## config.mk

```make
export PLATFORM = sky130hd
export DESIGN_NAME = tec_heater_thermostat
export DESIGN_NICKNAME = d
export VERILOG_FILES = /design/src/rtl/tht_pkg.sv /design/src/rtl/tec_heater_thermostat.sv
export SDC_FILE = /design/constraint.sdc
export NUM_CORES = 1
export LEC_CHECK = 0
export BUFFER_PORTS_ARGS = -buffer_cell sky130_fd_sc_hd__buf_2
export CORE_ASPECT_RATIO = 1.1
export CORE_UTILIZATION = 39
export DETAILED_ROUTE_END_ITERATION = 10
export HOLD_SLACK_MARGIN = 0.08
export PLACE_DENSITY = 0.63
export SYNTH_ARGS = -nofsm -noshare
export SYNTH_HDL_FRONTEND = slang
export SYNTH_SLANG_ARGS = --single-unit
```

## constraint.sdc

```tcl
create_clock -name i_clk -period 5.7 [get_ports i_clk]
set_input_delay 1.14 -clock i_clk [delete_from_list [all_inputs] [get_ports i_clk]]
set_output_delay 1.14 -clock i_clk [all_outputs]
set_load 0.02 [all_outputs]
```

## src/rtl/tht_pkg.sv

```systemverilog
// Shared types and constants for the TEC heater thermostat.
// Holds the item structs, mode and command codes and register indexes.
// No dependencies.
`timescale 1ns / 1ps

package tht_pkg;

    localparam int COOLER_CHANNELS = 4;
    localparam int HEATER_CHANNELS = 4;

    localparam int CFG_DATA_W = 16;
    localparam int CFG_IDX_W  = 3;

    // Saturation limits of the drive outputs.
    localparam logic [11:0] COOLER_MV_MAX = 12'd3000;
    localparam logic [6:0]  HEATER_PCT_MAX = 7'd100;

    // Reset values of the configuration registers.
    localparam logic [7:0] WAIT_LIMIT_RST = 8'd30;
    localparam logic [9:0] HYSTERESIS_RST = 10'd10;

    typedef enum logic [2:0] {
        MODE_MANUAL    = 3'd0,
        MODE_COOL      = 3'd1,
        MODE_WAIT_WARM = 3'd2,
        MODE_HEAT      = 3'd3,
        MODE_WAIT_COOL = 3'd4
    } t_mode;

    typedef enum logic [1:0] {
        CMD_TICK   = 2'd0,
        CMD_AUTO   = 2'd1,
        CMD_MANUAL = 2'd2,
        CMD_UNUSED = 2'd3
    } t_cmd;

    typedef enum logic [CFG_IDX_W-1:0] {
        CFG_SETPOINT    = 3'd0,
        CFG_COOLER_MASK = 3'd1,
        CFG_HEATER_MASK = 3'd2,
        CFG_HEATER_DUTY = 3'd3,
        CFG_COOLER_MV   = 3'd4,
        CFG_WAIT_LIMIT  = 3'd5,
        CFG_HYSTERESIS  = 3'd6
    } t_cfg_idx;

    typedef struct packed {
        logic [1:0]         cmd;
        logic signed [15:0] temperature;
    } t_tht_in;

    typedef struct packed {
        logic [2:0]  mode;
        logic [3:0]  cooler_enable;
        logic [11:0] cooler_drive_mv;
        logic [3:0]  heater_enable;
        logic [6:0]  heater_drive_pct;
    } t_tht_out;

    // Channel mask limited to the channels that exist, within the 4-bit field.
    function automatic logic [3:0] chan_mask(input int n);
        logic [3:0] m;
        m = '0;
        for (int i = 0; i < 4; i++) begin
            if (i < n) begin
                m[i] = 1'b1;
            end
        end
        return m;
    endfunction

endpackage

```

## src/rtl/tec_heater_thermostat.sv

```systemverilog
// Top level of the TEC heater thermostat: mode state machine, configuration
// registers and the registered result stage.
// Depends on tht_pkg.
`timescale 1ns / 1ps

// Five-mode bang-bang thermostat with hysteresis. Each input item (a tick or a
// start-auto / return-to-manual command, plus a temperature reading) produces
// exactly one result item showing the mode after the step and the cooler and
// heater drive values for that mode. The transition
// logic runs between the input handshake and the result register, and a new
// item is accepted in every cycle as long as the result register is empty or
// is being emptied in the same cycle. Configuration registers are written
// through a plain write port and are read at the moment an item is accepted.
module tec_heater_thermostat #(
    parameter int COOLER_CHANNELS = tht_pkg::COOLER_CHANNELS,
    parameter int HEATER_CHANNELS = tht_pkg::HEATER_CHANNELS
) (
    input  logic                                 i_clk,
    input  logic                                 i_rst_n,
    input  logic                                 i_in_valid,
    output logic                                 o_in_ready,
    input  tht_pkg::t_tht_in                     i_in_data,
    output logic                                 o_out_valid,
    input  logic                                 i_out_ready,
    output tht_pkg::t_tht_out                    o_out_data,
    input  logic                                 i_cfg_we,
    input  logic [tht_pkg::CFG_IDX_W-1:0]        i_cfg_idx,
    input  logic [tht_pkg::CFG_DATA_W-1:0]       i_cfg_data
);

    localparam logic [3:0] COOLER_CHAN_MASK = tht_pkg::chan_mask(COOLER_CHANNELS);
    localparam logic [3:0] HEATER_CHAN_MASK = tht_pkg::chan_mask(HEATER_CHANNELS);

    // Configuration registers.
    logic signed [15:0] r_setpoint;
    logic [3:0]         r_cooler_mask;
    logic [3:0]         r_heater_mask;
    logic [6:0]         r_heater_duty;
    logic [11:0]        r_cooler_mv;
    logic [7:0]         r_wait_limit;
    logic [9:0]         r_hysteresis;

    // Thermostat state.
    tht_pkg::t_mode     r_mode, n_mode;
    logic [7:0]         r_wait_count, n_wait_count;

    // Result stage.
    logic               r_out_valid;
    tht_pkg::t_tht_out  r_out_data, n_out_data;

    logic               accept;
    tht_pkg::t_cmd      cmd;
    logic signed [15:0] temp;
    logic               above;
    logic               below;
    logic signed [17:0] deficit;
    logic               deficit_big;
    logic [7:0]         count_inc;

    assign o_in_ready  = !r_out_valid || i_out_ready;
    assign accept      = i_in_valid && o_in_ready;
    assign o_out_valid = r_out_valid;
    assign o_out_data  = r_out_data;

    assign cmd   = tht_pkg::t_cmd'(i_in_data.cmd);
    assign temp  = i_in_data.temperature;
    assign above = temp > r_setpoint;
    assign below = temp < r_setpoint;
    assign deficit     = 18'(r_setpoint) - 18'(temp);
    assign deficit_big = deficit > $signed({8'd0, r_hysteresis});
    assign count_inc   = (r_wait_count == 8'hFF) ? r_wait_count : r_wait_count + 8'd1;

    always_ff @(posedge i_clk) begin
        if (!i_rst_n) begin
            r_setpoint    <= '0;
            r_cooler_mask <= '0;
            r_heater_mask <= '0;
            r_heater_duty <= '0;
            r_cooler_mv   <= '0;
            r_wait_limit  <= tht_pkg::WAIT_LIMIT_RST;
            r_hysteresis  <= tht_pkg::HYSTERESIS_RST;
        end else if (i_cfg_we) begin
            case (tht_pkg::t_cfg_idx'(i_cfg_idx))
                tht_pkg::CFG_SETPOINT:    r_setpoint    <= i_cfg_data;
                tht_pkg::CFG_COOLER_MASK: r_cooler_mask <= i_cfg_data[3:0];
                tht_pkg::CFG_HEATER_MASK: r_heater_mask <= i_cfg_data[3:0];
                tht_pkg::CFG_HEATER_DUTY: r_heater_duty <= i_cfg_data[6:0];
                tht_pkg::CFG_COOLER_MV:   r_cooler_mv   <= i_cfg_data[11:0];
                tht_pkg::CFG_WAIT_LIMIT:  r_wait_limit  <= i_cfg_data[7:0];
                tht_pkg::CFG_HYSTERESIS:  r_hysteresis  <= i_cfg_data[9:0];
                default: ;
            endcase
        end
    end

    // Next mode and wait count for the item at the input.
    always_comb begin
        n_mode       = r_mode;
        n_wait_count = r_wait_count;
        if (r_mode == tht_pkg::MODE_MANUAL) begin
            if (cmd == tht_pkg::CMD_AUTO) begin
                n_mode       = above ? tht_pkg::MODE_COOL : tht_pkg::MODE_WAIT_WARM;
                n_wait_count = '0;
            end
        end else if (cmd == tht_pkg::CMD_MANUAL) begin
            // The wait count is kept on the way back to manual.
            n_mode = tht_pkg::MODE_MANUAL;
        end else if (cmd == tht_pkg::CMD_TICK) begin
            case (r_mode)
                tht_pkg::MODE_COOL: begin
                    if (!above) begin
                        n_mode       = tht_pkg::MODE_WAIT_WARM;
                        n_wait_count = '0;
                    end
                end
                tht_pkg::MODE_WAIT_WARM: begin
                    if (above) begin
                        n_mode       = tht_pkg::MODE_COOL;
                        n_wait_count = '0;
                    end else if (count_inc >= r_wait_limit || deficit_big) begin
                        n_mode       = tht_pkg::MODE_HEAT;
                        n_wait_count = '0;
                    end else begin
                        n_wait_count = count_inc;
                    end
                end
                tht_pkg::MODE_HEAT: begin
                    // Entering wait-for-cooling keeps the count running.
                    if (!below) begin
                        n_mode = tht_pkg::MODE_WAIT_COOL;
                    end
                end
                tht_pkg::MODE_WAIT_COOL: begin
                    if (below) begin
                        n_mode       = tht_pkg::MODE_HEAT;
                        n_wait_count = '0;
                    end else if (count_inc >= r_wait_limit) begin
                        n_mode       = tht_pkg::MODE_COOL;
                        n_wait_count = '0;
                    end else begin
                        n_wait_count = count_inc;
                    end
                end
                default: begin
                    n_mode = tht_pkg::MODE_MANUAL;
                end
            endcase
        end
    end

    // Drive values for the mode after the step.
    always_comb begin
        n_out_data                  = '0;
        n_out_data.mode             = n_mode;
        if (n_mode == tht_pkg::MODE_COOL) begin
            n_out_data.cooler_enable   = r_cooler_mask & COOLER_CHAN_MASK;
            n_out_data.cooler_drive_mv = (r_cooler_mv > tht_pkg::COOLER_MV_MAX)
                                       ? tht_pkg::COOLER_MV_MAX : r_cooler_mv;
        end else if (n_mode == tht_pkg::MODE_HEAT) begin
            n_out_data.heater_enable    = r_heater_mask & HEATER_CHAN_MASK;
            n_out_data.heater_drive_pct = (r_heater_duty > tht_pkg::HEATER_PCT_MAX)
                                        ? tht_pkg::HEATER_PCT_MAX : r_heater_duty;
        end
    end

    always_ff @(posedge i_clk) begin
        if (!i_rst_n) begin
            r_mode       <= tht_pkg::MODE_MANUAL;
            r_wait_count <= '0;
            r_out_valid  <= 1'b0;
        end else begin
            if (accept) begin
                r_mode       <= n_mode;
                r_wait_count <= n_wait_count;
                r_out_valid  <= 1'b1;
            end else if (i_out_ready) begin
                r_out_valid  <= 1'b0;
            end
        end
    end

    always_ff @(posedge i_clk) begin
        if (accept) begin
            r_out_data <= n_out_data;
        end
    end

endmodule
```

**After elaboration in Yosys (flattened, before gate mapping)**

Index checks and enable logic that the tools add are counted.

- Register bits: 103
- Bits in latches: 0
- RAM bits: 0
- Memory bits (read-only): 0
- Bits of input ports: 42
- Word-level logic and storage cells: 93
- Memories: 0

- Add/subtract/negate cells: 2
- Multiply operators: 0
- Div/mod/pow operators: 0
- Magnitude comparators: 6
- Equal/unequal tests: 18
- Shifts and indexed selects: 0
- Mux-type cells: 27
- Bitwise gates (word level): 2
- Reductions and logical operators: 21

Operators by type and width:

| cell | count |
|---|---|
| $mux W8 | 10 |
| $mux W3 | 10 |
| $pmux W8 S3 | 1 |
| $gt A17 B11 Y1 | 1 |
| $sub A16 B16 Y17 | 1 |
| $gt A16 B16 Y1 | 1 |
| $lt A16 B16 Y1 | 1 |
| $eq A3 B2 Y1 const B | 5 |
| $reduce_and A2 Y1 | 7 |
| $eq A3 B3 Y1 const B | 4 |
| $gt A12 B12 Y1 const B | 1 |
| $mux W12 | 1 |
| $pmux W3 S4 | 1 |
| $eq A3 B1 Y1 const B | 3 |
| $add A8 B1 Y8 const B | 1 |
| $eq A8 B8 Y1 const B | 1 |
| $ge A8 B8 Y1 | 1 |
| $gt A7 B7 Y1 const B | 1 |
| $mux W7 | 1 |
| $logic_not A3 Y1 | 2 |
| $reduce_and A6 Y1 | 1 |
| $reduce_bool A2 Y1 | 2 |
| $reduce_bool A4 Y1 | 1 |
| $reduce_or A2 Y1 | 2 |
| 13 further kinds | 16 |

**Longest topological paths before layout**

Gate-level depths: netlist of run 1.

- Depth in word-level cells: 13
- Depth in mapped cells: 19
- Mapped depth without buffers: 17

**Worst setup path after synthesis of run 1**

No wires, ideal clock.

- Path type: input port to flip-flop
- Start: input port i_in_data[0] (netlist name)
- End: register r_out_data (netlist bit o_out_data[2]), data pin
- Library setup time: 0.269 ns
- Arrival: 4.536 ns
- Setup slack: 0.895 ns
- Stages: 18
- Path buffers: 2
- Cells stage by stage: ha_1 -> fa_1 -> nand2b_1 -> a21oi_1 -> a21boi_0 -> xnor2_1 -> ha_1 -> a21oi_1 -> nor2b_1 -> o21ai_0 -> o211ai_1 -> a221o_1 -> a2111o_1 -> a21oi_2 -> o211a_1 -> buf_6 -> buf_6 -> nor3_1

- Cells in the longest elaborated chain, start to end: 12
- Elaborated cells on any way between the ends: 20
- Classes of those cells: add/sub: 1; order compare: 3; eq/ne: 2; mux: 11; bitwise: 1; reduce/logical: 2

RTL lines:

| element | line | text |
|---|---|---|
| from (decl) | tec_heater_thermostat.sv:22 | `input tht_pkg::t_tht_in i_in_data,` |
| $sub A16 B16 Y17 | tec_heater_thermostat.sv:69 | `assign deficit = 18'(r_setpoint) - 18'(temp);` |
| $gt A17 B11 Y1 | tec_heater_thermostat.sv:70 | `assign deficit_big = deficit > $signed({8'd0, r_hysteresis});` |
| $logic_or A1 B1 Y1 | tec_heater_thermostat.sv:120 | `end else if (count_inc >= r_wait_limit \|\| deficit_big) begin` |
| $mux W3 | tec_heater_thermostat.sv:120 |  |
| $mux W3 | tec_heater_thermostat.sv:117 | `if (above) begin` |
| $pmux W3 S4 | tec_heater_thermostat.sv:109 | `case (r_mode)` |
| $mux W3 | tec_heater_thermostat.sv:108 | `end else if (cmd == tht_pkg::CMD_TICK) begin` |
| $mux W3 | tec_heater_thermostat.sv:105 | `end else if (cmd == tht_pkg::CMD_MANUAL) begin` |
| $mux W3 (*) | tec_heater_thermostat.sv:100 | `if (r_mode == tht_pkg::MODE_MANUAL) begin` |
| $eq A3 B2 Y1 | tec_heater_thermostat.sv:159 | `end else if (n_mode == tht_pkg::MODE_HEAT) begin` |
| $not A1 Y1 (no line) | - |  |
| $reduce_or A2 Y1 (no line) (*) | - |  |
| to (signal assigned) | tec_heater_thermostat.sv:184 | `r_out_data <= n_out_data;` |
| to (decl) | tec_heater_thermostat.sv:49 | `tht_pkg::t_tht_out r_out_data, n_out_data;` |

Every way passes the cells marked *; elsewhere a longest branch is shown, timed or not.
A chain may end at the register's enable or synchronous reset.

**Worst setup path in the final report of run 1**

- Start: input port i_in_data[0] (netlist name)
- End: register r_out_data (netlist bit o_out_data[14]), data pin

- Cells in the longest elaborated chain, start to end: 10
- Elaborated cells on any way between the ends: 17
- Classes of those cells: add/sub: 1; order compare: 3; eq/ne: 1; mux: 11; reduce/logical: 1

RTL lines:

| element | line | text |
|---|---|---|
| $sub A16 B16 Y17 | tec_heater_thermostat.sv:69 |  |
| $gt A17 B11 Y1 | tec_heater_thermostat.sv:70 |  |
| $logic_or A1 B1 Y1 | tec_heater_thermostat.sv:120 |  |
| $mux W3 | tec_heater_thermostat.sv:120 |  |
| $mux W3 | tec_heater_thermostat.sv:117 |  |
| $pmux W3 S4 | tec_heater_thermostat.sv:109 |  |
| $mux W3 | tec_heater_thermostat.sv:108 |  |
| $mux W3 | tec_heater_thermostat.sv:105 |  |
| $mux W3 (*) | tec_heater_thermostat.sv:100 |  |
| $eq A3 B1 Y1 (*) | tec_heater_thermostat.sv:155 | `if (n_mode == tht_pkg::MODE_COOL) begin` |

Marks and branches as above.

==> out/summary.txt, run 1 <==
Hold Worst Slack: 0.4751 ns
Synth top area share: 24.66%
Yosys cell types: 67
Top-count cell post-synth: nand2_1
Post-DRT Antenna Nets: 0
Core area: 14620 µm²
Share of cells above drive strength 1: 15.22%
Iter 0 DRT Violations: 342
Post-synth EDFFs: 30
Total gr overflow: 0
Max Cap Viol: 0
Met3 wire length: 556 µm
Arr. time, crit path: 5.09 ns
Leak: 2.674 nW
Vias: 4971
FFs w/ async S/R, synth: 0%
Die Span X: 119.5 µm
Pin count of the biggest net entering global routing: 69
Critical Path End: o_out_data[14]
Crit-path max FO: 28
Crit Path Category: input port to flip-flop
Seq cells post-synth: 103
First-pass GRT wire length: 23340 µm
IO Pins: 74
Fin nets: 822
Worst R2R End: o_out_data[13]
CTS tree: done
Gp weighted congestion: 0.8697
Status: finished clean
P&R area growth vs syn: 13.53%
Highest Signal Layer: met4
Post-CTS sizing: 0
RSZ-0062 raised after global routing: false
Buf/Inv on CP: 2
Maximum clock insertion buffer count: 2
Vias in the first global route: 4881
Min Tclk post-route: 5.022 ns
Total CTS buffers: 9
Synth Area per Inst: 8.576 µm²
Worst path slowest cell: a2111o_1
Total track usage: 18.19%
Leading post-synthesis cells by cell area: dfxtp_1 (25%), edfxtp_1 (15%), nand2_1 (8.3%), ha_1 (7.4%), a21boi_0 (5.3%)
Top_reg_cell synth: dfxtp_1
Final Skew: 0.007863 ns
Wire length on met2: 6324 µm
Starting Density: 40.53%
Final setup vio count: 0
Startpoint Class: input port
Metal-1 WL: 6593 µm
Peak supply drop: 118.0 µV
Die height: 131.3 µm
DR WL/cell: 14.59 µm
Yosys warns: 0
Critical path depth: 18
Setup_tns: 0 ns
H-tree level count: 3
Initial antenna violation count: 0
Fin. Hold Viols: 0
CTS root buffer: clkbuf_16
Mapped Cells: 691
ANT cells: 0
Syn nets: 769
Final Max Slew Viols: 0
Critical-path cell list: buf_2 > ha_1 > fa_1 > nand2b_1 > a21oi_1 > a21boi_0 > xnor2_1 > ha_1 > a21oi_1 > nor2b_1 > o21ai_0 > o211ai_1 > a221o_1 > a2111o_1 > a21oi_2 > o211a_1 > buf_4 > nor4_1
DIE AREA: 15690 µm²
Drt drc: 0
Rows: 46
Sequential fraction of the synthesis area: 39.86%
Worst EP required: 5.77 ns
Relative slew slack: 19.92%
Vias per inst: 5.283
Final period util: 88.11%
Crit path launch: i_in_data[0]
FMAX: 199.1 MHz
Crit. End Element: flip-flop
PortBufs: 73
Clock transition at the registers of the reported paths: 0.07 ns
Cells on worst reg2reg path: 17
Cell family with most CP delay: compound AO/OA/AOI/OAI gates
WL final: 13730 µm
Commonest cells post-synth: nand2_1 (131), dfxtp_1 (73), nor2_1 (51)
Yosys top cell by area: dfxtp_1
R2r setup slk: 0.78 ns
Worst-Margin Slew: 1.192 ns
Mapped Area: 5926 µm²
Hpwl dp: 10220 µm
Max stage delay on crit path: 0.45 ns
R2R Path Start: r_wait_count[0]
Clock Latency Late Sink: 0.36 ns
Setup bufs post-CTS: 0
Clk sinks: 103
Hold_buf cts: 0
Worst Hold Class: flip-flop to flip-flop
Initial DRT Pass Iterations: 4
PwrDens: 248.5 nW/µm²
[cell type report]
class	instances	area (µm²)
Clock buffer	10	239.0
Sequential cell	103	2362
Multi-Input combinational cell	504	3232
Inverter	49	183.9
Clock inverter	6	75.07
Fill cell	1434	7891
Tap cell	192	240.2
Timing Repair Buffer	77	395.4
[per-stage QoR]
step	instances	cell area (µm²)	setup WS, ns	total power (W)	utilization, %
6_report	941	6728	0.6776	0.001672	46.02
4_1_cts	941	6728	0.7487	0.001683	46.02
3_3_place_gp	925	6414	0.5040	0.001024	43.87
3_5_place_dp	925	6414	0.3786	0.001030	43.87
5_1_grt	941	6728	0.3018	0.001743	46.02
2_1_floorplan	691	5926	0.8949	0.0009623	-
[worst reg2reg max path, cell delays in order, from the launching register on]
cell and delay, ns:
dfxtp_1 0.39, ha_1 0.25, and2_1 0.21, and2_1 0.19
and3_1 0.24, nor2_1 0.29, nand3_1 0.16, xnor2_1 0.21
ha_1 0.28, o2111ai_1 0.10, a21oi_1 0.07, a2111oi_0 0.38
o21bai_1 0.20, or4b_2 0.63, o41ai_1 0.10, a22oi_2 0.22
inv_1 0.55, nor4_1 0.16
[layout by cell type (no fill, tap or decap), types with 11 or more instances in the layout]
| master | count |
|---|---|
| nor2b_1 | 18 |
| a21oi_1 | 20 |
| a21boi_0 | 42 |
| o211ai_1 | 17 |
| nand2_1 | 131 |
| edfxtp_1 | 30 |
| nor2_1 | 51 |
| nand3_1 | 21 |
| nor3_1 | 11 |
| buf_2 | 73 |
| ha_1 | 35 |
| dfxtp_1 | 73 |
| o21ai_0 | 15 |
| mux2i_1 | 16 |
| inv_1 | 48 |
| nor4_1 | 14 |
| xnor2_1 | 15 |
[power by group]
| part | switching, W | leakage, nW | internal [W] | total (W) |
|---|---|---|---|---|
| combinational | 0.000144 | 1.63 | 0.0000817 | 0.000226 |
| sequential | 0.0000129 | 0.895 | 0.000775 | 0.000788 |
| clock | 0.000297 | 0.152 | 0.000361 | 0.000658 |
[state kept, by name, indices dropped and copies added, names as in the netlist]
signal         cells
r_cooler_mv       12
r_hysteresis      10
r_wait_count       8
r_cooler_mask      4
r_heater_duty      7
r_wait_limit       8
r_setpoint        16
r_mode             3
o_out_valid        1
o_out_data        30
r_heater_mask      4
[how the worst min path moves through the flow]
stage                    start         endpoint  slack, ns  depth (start not counted)
4_1_cts        r_wait_count[5]  r_wait_count[5]       0.48                          2
2_1_floorplan  r_wait_count[5]  r_wait_count[5]       0.44                          2
3_3_place_gp   r_wait_count[2]  r_wait_count[2]       0.46                          2
3_5_place_dp   r_wait_count[5]  r_wait_count[5]       0.47                          2
6_report       r_wait_count[5]  r_wait_count[5]       0.48                          2
5_1_grt          r_setpoint[7]    r_setpoint[7]       0.50                          2
[kinds of logic (layout without fill, tap and decap cells)]
group	Yosys count	count (layout)	share of synthesized area, %
buf+inv	84	142	5.912
compound gates	139	139	17.53
xor+xnor	19	19	2.808
simple gates	294	294	23.46
fa+ha+maj	36	36	7.728
flops	103	103	39.86
mux	16	16	2.703
[per-layer routing]
layer / vias up / track usage [%]
li1: 2528 / -
met5: - / 0
met1: 2303 / 24.48
met2: 123 / 29.42
met3: 17 / 2.127
met4: 0 / 7.431
Power figures use the tool's default switching activity.
==> inputs of run 2 (changes only) <==
- BUFFER_PORTS_ARGS: -buffer_cell sky130_fd_sc_hd__buf_2 -> -buffer_cell sky130_fd_sc_hd__clkbuf_2
==> run 2 against run 1 <==
  * Power down 4.4%
  * Clock skew about the same
  * Utilization down 0.28 points
  * Combinational power about the same
  * Final cell count unchanged
  * Setup slack better by 0.0015 ns
  * Via count down 1.3%
  * Hold slack worse by 0.0011 ns
  * Flip-flop and latch count unchanged
  * Sequential share of layout area up 0.22 points
  * Largest power group unchanged
==> out/summary.txt, run 2 (synthesis gave the netlist of run 1 again) <==
Status: finished clean
Total CTS buffers: 9 (unchanged)
Min Tclk post-route: 5.021 ns (-0.001453 ns)
Final period util: 88.09% (about the same)
Clock transition at the registers of the reported paths: 0.07 ns (about the same)
Wire length on met2: 6116 µm (-3.3%)
Crit Path Category: input port to flip-flop
Clk sinks: 103 (unchanged)
Iter 0 DRT Violations: 260 (-24%)
Pin count of the biggest net entering global routing: 69 (unchanged)
Drt drc: 0 (unchanged)
DR WL/cell: 14.26 µm (-2.2%)
Worst EP required: 5.77 ns (about the same)
Crit-path max FO: 28 (unchanged)
Worst Hold Class: flip-flop to flip-flop
H-tree level count: 3 (unchanged)
Post-DRT Antenna Nets: 0 (unchanged)
Total gr overflow: 0 (unchanged)
Pre-CTS setup slack: 0.3459 ns (-0.03270 ns)
Gp weighted congestion: 0.8809 (+1.3%)
Peak supply drop: 148.3 µV (+26%)
Clock Latency Late Sink: 0.35 ns (about the same)
Maximum clock insertion buffer count: 2 (unchanged)
IO Pins: 74 (unchanged)
Relative slew slack: 18.68% (-1.2 points)
Leading cell type in the layout, fill and taps excluded: nand2_1
PortBufs: 73 (unchanged)
Hold_buf cts: 0 (unchanged)
CTS root buffer: clkbuf_16
Worst setup margin: 0.6791 ns (+0.001453 ns)
Fin. Hold Viols: 0 (unchanged)
Fin nets: 822 (unchanged)
Worst-Margin Slew: 1.210 ns (+0.01842 ns)
Hold Worst Slack: 0.4740 ns (-0.001115 ns)
Initial antenna violation count: 0 (unchanged)
Setup_tns: 0 ns (unchanged)
Arr. time, crit path: 5.09 ns (about the same)
First-pass GRT wire length: 22870 µm (-2.0%)
Final Skew: 0.007568 ns (-0.0002946 ns)
DIE AREA: 15690 µm² (unchanged)
Max Cap Viol: 0 (unchanged)
WL final: 13420 µm (-2.2%)
Most frequent cells in the layout: nand2_1 (131), clkbuf_2 (73), dfxtp_1 (73)
FMAX: 199.2 MHz (about the same)
Startpoint Class: input port
Vias in the first global route: 4712 (-3.5%)
PwrDens: 239.2 nW/µm² (-3.8%)
Leak: 2.663 nW (-0.43%)
Final setup vio count: 0 (unchanged)
Starting Density: 40.53% (unchanged)
Highest Signal Layer: met4
Vias per inst: 5.215 (-1.3%)
Final Max Slew Viols: 0 (unchanged)
Max FFs per register: 30 (unchanged)
Power, Total: 0.001599 W (-4.4%)
Crit. End Element: flip-flop
Share of cells above drive strength 1: 15.09% (-0.13 points)
Vias: 4907 (-1.3%)
RSZ-0062 raised after global routing: false
Die height: 131.3 µm (unchanged)
Hpwl dp: 10020 µm (-1.9%)
Rows: 46 (unchanged)
Total track usage: 17.90% (-0.29 points)
Setup bufs post-CTS: 0 (unchanged)
Metal-1 WL: 6428 µm (-2.5%)
Die Span X: 119.5 µm (unchanged)
ANT cells: 0 (unchanged)
Post-CTS sizing: 0 (unchanged)
Initial DRT Pass Iterations: 4 (unchanged)
Core area: 14620 µm² (unchanged)
CTS tree: done
P&R area growth vs syn: 12.84%
Met3 wire length: 622 µm (+12%)
[run 2: metrics by stage]
step / cell area (µm²) / util (%) / instances
final: 6686 / 45.74 / 941
after global routing: 6686 / 45.74 / 941
after CTS: 6686 / 45.74 / 941
after detailed placement: 6414 / 43.87 / 925
after global placement: 6414 / 43.87 / 925
after floorplan: 5926 / - / 691
[run 2: critical path: stages]
cell	delay, ns
clkbuf_2	0.08
ha_1	0.24
fa_1	0.42
nand2b_1	0.19
a21oi_1	0.26
a21boi_0	0.20
xnor2_1	0.17
ha_1	0.30
a21oi_1	0.17
nor2b_1	0.07
o21ai_0	0.16
o211ai_1	0.12
a221o_1	0.36
a2111o_1	0.46
a21oi_2	0.17
o211a_1	0.16
buf_4	0.30
nor4_1	0.11
[run 2: path summary, 6_finish.rpt]
kind                      to       startpoint  cells after the start  slack, ns
max           o_out_data[15]     i_in_data[0]                     18       0.68
min          r_wait_count[1]  r_wait_count[1]                      2       0.47
max reg2reg   o_out_data[15]  r_wait_count[0]                     17       0.74
min reg2reg  r_wait_count[1]  r_wait_count[1]                      2       0.47
[run 2: cell type report]
cell class              count  area, µm²
multi-input cells         504       3232
inverters                  49      183.9
clock inverters             6      43.79
repair buffers             77      395.4
well taps                 192      240.2
fillers                  1421       7933
flip-flops and latches    103       2362
clock buffers              10      229.0
[run 2: layer usage]
| layer | vias up | global-route usage [%] |
|---|---|---|
| met4 | 0 | 6.806 |
| met1 | 2255 | 24.33 |
| met3 | 16 | 2.300 |
| met5 | - | 0 |
| li1 | 2515 | - |
| met2 | 121 | 28.77 |
[run 2: where the power goes]
| part | switching, W | leakage, nW | total, W | internal [W] |
|---|---|---|---|---|
| clock network | 0.000288 | 0.133 | 0.000587 | 0.000299 |
| registers | 0.0000132 | 0.895 | 0.000788 | 0.000775 |
| logic | 0.000143 | 1.63 | 0.000224 | 0.0000814 |
